[src/hw/rtl/svd_pkg.sv]
`timescale 1ns / 1ps

package svd_pkg;

  typedef enum logic [1:0] {
    ST_OK        = 2'd0,
    ST_TOO_LONG  = 2'd1,
    ST_TRUNCATED = 2'd2
  } status_t;

  localparam int unsigned ByteW  = 8;
  localparam int unsigned ValueW = 64;
  localparam int unsigned CountW = 7;
  localparam int unsigned LeftW  = 4;
  localparam int unsigned PosW   = 3;

endpackage

[src/hw/rtl/signed_varint_decoder_core.sv]
`timescale 1ns / 1ps

// Decoder for a byte stream of length-prefixed sign-magnitude integers.
// Input channel: one byte per transfer (in_byte_in) with in_end_of_message
// marking the last byte of a message. Each integer is a tag byte (bit 0 set
// for non-negative, bits 7..1 the byte count) followed by the magnitude
// bytes, least significant first.
// Result channel: out_value with out_status (ok, count too large, message
// truncated). A result follows the tag of a zero or oversized count, the
// last magnitude byte, or a byte that ends a message early.
// The result is formed in the single accumulate-and-negate stage from the
// byte that completes it and is registered into the output register.
// Throughput: one byte per cycle while in_stall is low.
// When the receiver stalls, one further result is held in a skid register
// and in_stall rises in the next cycle until the output drains.
// Reset (synchronous, rst_n low) returns the decoder to awaiting a tag and
// empties the output stage.
module signed_varint_decoder_core #(
  parameter int unsigned MAX_LEN = 8
) (
  input  logic               clk,
  input  logic               rst_n,
  input  logic               in_valid,
  output logic               in_stall,
  input  logic [7:0]         in_byte_in,
  input  logic               in_end_of_message,
  output logic               out_valid,
  input  logic               out_stall,
  output logic signed [63:0] out_value,
  output logic [1:0]         out_status
);
  import svd_pkg::*;

  logic [LeftW-1:0]  bytes_left_r, bytes_left_nxt;
  logic [PosW-1:0]   byte_pos_r, byte_pos_nxt;
  logic              is_pos_r, is_pos_nxt;
  logic [ValueW-1:0] mag_r, mag_nxt;

  logic              out_valid_r;
  logic [ValueW-1:0] out_value_r;
  status_t           out_status_r;
  logic              skid_valid_r;
  logic [ValueW-1:0] skid_value_r;
  status_t           skid_status_r;

  logic              in_xfer;
  logic              out_xfer;
  logic [CountW-1:0] count;
  logic [ValueW-1:0] mag_acc;
  logic              res_valid;
  logic [ValueW-1:0] res_value;
  status_t           res_status;

  assign in_stall = skid_valid_r;
  assign in_xfer  = in_valid && !skid_valid_r;
  assign out_xfer = out_valid_r && !out_stall;
  assign count    = in_byte_in[7:1];
  assign mag_acc  = mag_r | (ValueW'(in_byte_in) << {byte_pos_r, 3'b000});

  always_comb begin
    bytes_left_nxt = bytes_left_r;
    byte_pos_nxt   = byte_pos_r;
    is_pos_nxt     = is_pos_r;
    mag_nxt        = mag_r;
    res_valid      = 1'b0;
    res_value      = '0;
    res_status     = ST_OK;
    if (in_xfer) begin
      if (bytes_left_r == '0) begin
        if (count == '0) begin
          res_valid = 1'b1;
        end else if (count > CountW'(MAX_LEN)) begin
          res_valid  = 1'b1;
          res_status = ST_TOO_LONG;
        end else if (in_end_of_message) begin
          res_valid  = 1'b1;
          res_status = ST_TRUNCATED;
        end else begin
          bytes_left_nxt = count[LeftW-1:0];
          byte_pos_nxt   = '0;
          is_pos_nxt     = in_byte_in[0];
          mag_nxt        = '0;
        end
      end else if (bytes_left_r == LeftW'(1)) begin
        res_valid      = 1'b1;
        res_value      = is_pos_r ? mag_acc : (~mag_acc + ValueW'(1));
        bytes_left_nxt = '0;
        byte_pos_nxt   = '0;
        is_pos_nxt     = 1'b0;
        mag_nxt        = '0;
      end else if (in_end_of_message) begin
        res_valid      = 1'b1;
        res_status     = ST_TRUNCATED;
        bytes_left_nxt = '0;
        byte_pos_nxt   = '0;
        is_pos_nxt     = 1'b0;
        mag_nxt        = '0;
      end else begin
        bytes_left_nxt = bytes_left_r - LeftW'(1);
        byte_pos_nxt   = byte_pos_r + PosW'(1);
        mag_nxt        = mag_acc;
      end
    end
  end

  always_ff @(posedge clk) begin
    if (!rst_n) begin
      bytes_left_r <= '0;
      byte_pos_r   <= '0;
      is_pos_r     <= 1'b0;
      mag_r        <= '0;
    end else begin
      bytes_left_r <= bytes_left_nxt;
      byte_pos_r   <= byte_pos_nxt;
      is_pos_r     <= is_pos_nxt;
      mag_r        <= mag_nxt;
    end
  end

  // Output register with one skid entry behind it.
  always_ff @(posedge clk) begin
    if (!rst_n) begin
      out_valid_r  <= 1'b0;
      skid_valid_r <= 1'b0;
    end else if (!out_valid_r || out_xfer) begin
      if (skid_valid_r) begin
        out_valid_r  <= 1'b1;
        skid_valid_r <= res_valid;
      end else begin
        out_valid_r  <= res_valid;
      end
    end else if (res_valid) begin
      skid_valid_r <= 1'b1;
    end
  end

  always_ff @(posedge clk) begin
    if (!out_valid_r || out_xfer) begin
      if (skid_valid_r) begin
        out_value_r   <= skid_value_r;
        out_status_r  <= skid_status_r;
        skid_value_r  <= res_value;
        skid_status_r <= res_status;
      end else begin
        out_value_r   <= res_value;
        out_status_r  <= res_status;
      end
    end else if (res_valid) begin
      skid_value_r  <= res_value;
      skid_status_r <= res_status;
    end
  end

  assign out_valid  = out_valid_r;
  assign out_value  = out_value_r;
  assign out_status = out_status_r;

  a_skid_behind_out: assert property (@(posedge clk) disable iff (!rst_n)
    skid_valid_r |-> out_valid_r)
    else $error("skid entry held while output register is empty");

  a_left_bound: assert property (@(posedge clk) disable iff (!rst_n)
    bytes_left_r <= LeftW'(MAX_LEN))
    else $error("byte count beyond the maximum length");

  a_idle_clean: assert property (@(posedge clk) disable iff (!rst_n)
    (bytes_left_r == '0) |-> (byte_pos_r == '0 && mag_r == '0))
    else $error("accumulator not cleared while awaiting a tag");

  a_no_loss: assert property (@(posedge clk) disable iff (!rst_n)
    (out_valid_r && out_stall && skid_valid_r) |-> !res_valid)
    else $error("result produced with both output entries full");

endmodule
[config.mk]
export PLATFORM = sky130hd
export DESIGN_NAME = signed_varint_decoder_core
export DESIGN_NICKNAME = d
export VERILOG_FILES = /design/src/hw/rtl/svd_pkg.sv /design/src/hw/rtl/signed_varint_decoder_core.sv
export SDC_FILE = /design/constraint.sdc
export NUM_CORES = 1
export LEC_CHECK = 0
export BUFFER_PORTS_ARGS = -buffer_cell sky130_fd_sc_hd__clkbuf_2
export CAP_MARGIN = 20
export CORE_MARGIN = 3
export CORE_UTILIZATION = 56
export CTS_BUF_LIST = sky130_fd_sc_hd__clkbuf_16
export CTS_CLUSTER_SIZE = 14
export DETAILED_ROUTE_END_ITERATION = 16
export PLACE_DENSITY = 0.75
export SLEW_MARGIN = 15
export SYNTH_ARGS = -nofsm -noshare
export SYNTH_HDL_FRONTEND = slang
export SYNTH_SLANG_ARGS = --single-unit
[constraint.sdc]
create_clock -name clk -period 6.44 [get_ports clk]
set_input_delay 1.61 -clock clk [delete_from_list [all_inputs] [get_ports clk]]
set_output_delay 1.61 -clock clk [all_outputs]
set_load 0.01 [all_outputs]
Word level (Yosys, flattened, before mapping)
Cells that the tools add are included.

Register bits after elaboration: 206. Bits of input ports: 13. Output and inout port bits: 68. Logic and storage cells: 87.

Add/sub/neg operators: 3. Order comparisons: 1. Equality and inequality tests: 5. Shifts and indexed selects: 1. Muxes and demuxes: 52. Bitwise gates (word level): 2. Reductions and logical operators: 13.

Operators with widths (number): $mux 64 (14); $add 64x1->64 const B (1); $not 64->64 (1); $or 64x64->64 (1); $shl 8x6->64 (1); $mux 4 (6); $mux 2 (10); $mux 3 (6); $mux 1 (16); $ne 2x2->1 const B (4); $gt 7x4->1 const B (1); $logic_not 7->1 (1); $reduce_and 5->1 (1); $eq 4x1->1 const B (1); $logic_not 4->1 (1); $reduce_and 4->1 (1); $sub 4x1->4 const B (1); $add 3x1->3 const B (1); $logic_not 1->1 (3); $reduce_bool 3->1 (1); $logic_and 1x1->1 (2); $reduce_and 2->1 (1); $reduce_bool 2->1 (1); $logic_or 1x1->1 (1).

Logic depth before layout (Yosys ltp)
Depth in word-level cells: 10. Depth in mapped cells: 12. Depth with buffers taken out: 8.

Worst setup path after synthesis
OpenSTA, ideal clock, no wires.

Kind: input -> register. Start: input out_stall. End: register skid_status_r[0], enable pin. Library setup time: 396 ps. Arrival: 4263 ps. Data required time: 6044 ps. Setup slack: 1781 ps. Cell stages on the path: 2. Path buffers: 0. Cells stage by stage: nand2_1 > mux2_2.

Word-level cells in the longest chain between the ends: 5. Elaborated cells on any way between the ends: 6. Classes of those cells: eq/ne (1); reduce/logical (5).

Ends and longest elaborated chain: start, declared (RTL line signed_varint_decoder_core.sv:28) `input logic out_stall,`; $logic_not 1->1 * (RTL line signed_varint_decoder_core.sv:56) `assign out_xfer = out_valid_r && !out_stall;`; $logic_and 1x1->1 * (RTL line signed_varint_decoder_core.sv:56); $logic_or 1x1->1 * (RTL line signed_varint_decoder_core.sv:138) `if (!out_valid_r || out_xfer) begin`; $ne 2x2->1 (no source line) / $reduce_bool 2->1 (equally long branches); $reduce_and 2->1 (no source line) *; end signal, assigned (RTL line signed_varint_decoder_core.sv:143) `skid_status_r <= res_status;`; end signal, assigned (RTL line signed_varint_decoder_core.sv:150) `skid_status_r <= res_status;`; end, declared (RTL line signed_varint_decoder_core.sv:44) `status_t skid_status_r;`.

Every way passes the cells marked *; elsewhere a longest branch is shown, timed or not. A chain may end at the register's enable or synchronous reset.

Final worst setup path
Start: input in_byte_in[1]. End: register out_value_r[53], in the netlist out_value[53] (data pin).

Word-level cells in the longest chain between the ends: 9.

Ends and longest elaborated chain: start, declared (RTL line signed_varint_decoder_core.sv:25) `input logic [7:0] in_byte_in,`; $shl 8x6->64 (RTL line signed_varint_decoder_core.sv:58) `assign mag_acc = mag_r | (ValueW'(in_byte_in) << {byte_pos_r, 3'b000});`; $or 64x64->64 (RTL line signed_varint_decoder_core.sv:58); $not 64->64 (RTL line signed_varint_decoder_core.sv:86) `res_value = is_pos_r ? mag_acc : (~mag_acc + ValueW'(1));`; $add 64x1->64 (RTL line signed_varint_decoder_core.sv:86); $mux 64 (RTL line signed_varint_decoder_core.sv:86); $mux 64 (RTL line signed_varint_decoder_core.sv:84) `end else if (bytes_left_r == LeftW'(1)) begin`; $mux 64 (RTL line signed_varint_decoder_core.sv:69) `if (bytes_left_r == '0) begin`; $mux 64 (RTL line signed_varint_decoder_core.sv:68) `if (in_xfer) begin`; $mux 64 (RTL line signed_varint_decoder_core.sv:139) `if (skid_valid_r) begin`; end signal, assigned (RTL line signed_varint_decoder_core.sv:140) `out_value_r <= skid_value_r;`; end signal, assigned (RTL line signed_varint_decoder_core.sv:145) `out_value_r <= res_value;`; end, declared (RTL line signed_varint_decoder_core.sv:40) `logic [ValueW-1:0] out_value_r;`.

No other way between the ends.

==> out/qor.txt <==
Clock latency on the worst-skew pair -> 490 ps
Overall global routing resource usage -> 0.233
Worst path required time -> 6650 ps
Chain of cells forming the critical path -> clkbuf_2 -> nor2b_1 -> a2111oi_4 -> nand4_2 -> nor4_4 -> and3_2 -> a41oi_1 -> xor2_1 -> o21ai_1
Post-Place Worst Slack -> 1720 ps
Area of the core -> 16,800 um^2
Slew margin rel. -> 0.347
Simple-gate portion of the synthesized area -> 0.164
Leading area contributor after synthesis -> edfxtp_1
Top-area cell type share of the netlist area -> 0.408
Synthesized area per cell -> 10.1 um^2
Share of layout cells above drive strength 1 -> 0.144
Clock Path Buffers -> 3
Worst Path Max Fanout -> 13
Number of hold-repair buffers added at the cts stage -> 0
Multiplexer fraction of the synthesized cell area -> 0.00322
Cell at the root of the clock tree -> clkbuf_16
Synthesized Nets -> 978
Fraction of the yosys area taken by sequential cells -> 0.561
Initial Util -> 0.579
CP endpoint kind -> register
P_leak -> 4.56 nW
Result of the run -> completed
Post-synthesis sequential element count -> 206
Combined area of the multi-input logic cells -> 3950 um^2
Final cycle utilization of the critical path -> 0.662
Count of warnings emitted by yosys -> 0
Async S/R FF share, synth -> 0
Pin count of the biggest net entering global routing -> 92
Crit path DAT -> 4480 ps
Unique masters post-synth -> 54
Power density relative to cell area -> 334 nW/um^2
TritonRoute pass-1 iters -> 5
Count of flip-flops with a built-in enable after synthesis -> 132
Tightest Pin Transition -> 976 ps
Dominant combinational cell family by area after synthesis -> compound AO/OA/AOI/OAI gates
Vias in the first global route -> 6,836
Overall die height -> 138 um
Kind of start point of the critical path -> input pin
DP Wirelength -> 14,800 um
Post-CTS setup buffer count -> 0
Initial antenna violation count -> 0
Hold violation total from the final report -> 0
Vias after detailed routing -> 7,280
Post-layout minimum cycle time -> 4270 ps
Accumulated negative setup slack -> 0 ps
Post-Synth XOR/XNOR Area -> 0.0568
Final WS setup -> 2170 ps
Area enclosed by the die boundary -> 19,000 um^2
Nets -> 1,032
Gp weighted congestion -> 0.958
Slowest library cell on the worst path -> nor4_4
Arithmetic-cell share of the synthesized area counting full adders, half adders and majority gates -> 0.00387
Detail-routed via count per cell -> 5.83
Layout overhead on the synthesized area -> 12.0%
WHS -> 465 ps
Max-slew violation total from the final report -> 0
Number of buffers added on ports -> 80
Setup repair after global routing missed its margin -> no
Max-cap viol count -> 0
Detailed Route WL -> 21,800 um
Critical path class -> in -> reg
Type of the worst min-delay path -> reg -> reg
Total congestion overflow -> 0
Fin Clk Skew -> 6.93 ps
Residual DRC -> 0
Number of buffers added by the clock tree synthesis step -> 21
Setup violators final -> 0
Count of mapped cells out of synthesis -> 962
Number of gates resized after cts -> 0
Post-detailed-route wirelength per cell -> 17.5 um
Area contributors post-synth -> edfxtp_1, dfxtp_1, a21oi_1
Seq. cell area -> 5450 um^2
Violation count after the first detailed-route iteration -> 633
Number of fillers in the final layout -> 1,381
Maximum vdd drop -> 0.203 mV
Count of standard-cell rows -> 47
Worst stage delay on the critical path -> 560 ps
Cell area after technology mapping -> 9710 um^2
Final standard cell area without fillers -> 10,900 um^2
Max Freq -> 234 MHz
Antenna diodes -> 0
Post-Layout Cell Count -> 1,249
Count of pins on the block boundary -> 81
Clock transition time at the flip-flop clock pins of the worst setup and hold paths -> 60 ps
Number of levels the H-tree was split into -> 1
Commonest register cell after synthesis -> edfxtp_1
Global-route wire length before repair -> 35,200 um
Num Clock Sinks -> 206
Standard cell area after detailed placement -> 10,200 um^2
Die Wd -> 138 um
TritonCTS clock tree -> yes
Synth Area in Compound Gates -> 0.177
Number of nets with antenna violations after detailed routing -> 0
Cell count after placement -> 1,211
-- cells in the mapped netlist (10+ instances only) --
| library cell | count |
|---|---|
| a21o_1 | 40 |
| a21oi_1 | 137 |
| edfxtp_1 | 132 |
| nor2_1 | 179 |
| a31oi_1 | 18 |
| o21ai_0 | 19 |
| nand3_1 | 15 |
| xor2_1 | 56 |
| clkbuf_1 | 49 |
| nor2b_1 | 13 |
| dfxtp_1 | 74 |
| nand2_1 | 47 |
| o21ai_1 | 23 |
| inv_1 | 12 |
| nor3_1 | 13 |
| and2_1 | 15 |
| buf_2 | 10 |
-- cells in the final DEF, fill, tap and decap left out, drive strengths merged, types with 40 or more instances in the layout --
cell    instances
o21ai          42
nor2          179
a21oi         137
edfxtp        132
nand2          47
dfxtp          74
clkbuf        101
xor2           56
a21o           40
-- report_power, final --
part	total [mW]	switching, mW	internal (mW)
Combinational	0.886	0.573	0.313
Sequential	1.64	0.0784	1.57
Clock	1.10	0.475	0.629
Total	3.63	1.13	2.51
-- path summary, 6_finish.rpt --
kind / end / slack [ps] / cells past startpoint / start
max: out_value[53] / 2170 / 9 / in_byte_in[1]
min: mag_r[37] / 470 / 2 / mag_r[37]
max reg2reg: out_value[53] / 2450 / 8 / byte_pos_r[2]
min reg2reg: mag_r[37] / 470 / 2 / mag_r[37]
-- kinds of logic (layout without fill, tap and decap cells) --
kind of cell | count (synthesis) | in the layout
compound gates | 276 | 276
buf+inv | 79 | 146
flops | 206 | 206
mux | 3 | 3
xor+xnor | 63 | 63
simple gates | 332 | 332
fa+ha+maj | 3 | 3
-- area by class of cell --
class	instances	share of cell area
clock buffers	21	0.0483
clock inverters	15	0.00840
repair buffers	98	0.0496
multi-input cells	677	0.363
flip-flops and latches	206	0.501
well taps	220	0.0253
inverters	12	0.00414
-- metrics by stage --
step | util | total power, mW
final | 0.649 | 3.63
after global routing | 0.649 | 3.82
after CTS | 0.648 | 3.64
after detailed placement | 0.611 | 2.54
after global placement | 0.611 | 2.53
after floorplan | - | 2.30
-- worst max-delay path, delay by kind of cell --
family,cells,cell delay (ps)
buffers and inverters,1,140
xor gates and xnor gates,1,230
and+or+nand+nor,4,1680
AOI/OAI and AO/OA,3,810
-- routing by layer --
layer | up-vias | routed length [um] | global-route usage
met1 | 3411 | 10100 | 0.343
met3 | 42 | 1470 | 0.0296
met2 | 266 | 9780 | 0.364
li1 | 3561 | - | -
met5 | - | 0 | 0
met4 | 0 | 486 | 0.0671
-- registers in the layout (all words and copies together) (netlist names) --
| name | count |
|---|---|
| mag_r | 64 |
| out_value | 64 |
| skid_value_r | 64 |
| bytes_left_r | 4 |
| byte_pos_r | 3 |
| out_status | 2 |
| skid_status_r | 2 |
| in_stall | 1 |
| is_pos_r | 1 |
| out_valid | 1 |
No activity file was read; power rests on OpenSTA's default activity.
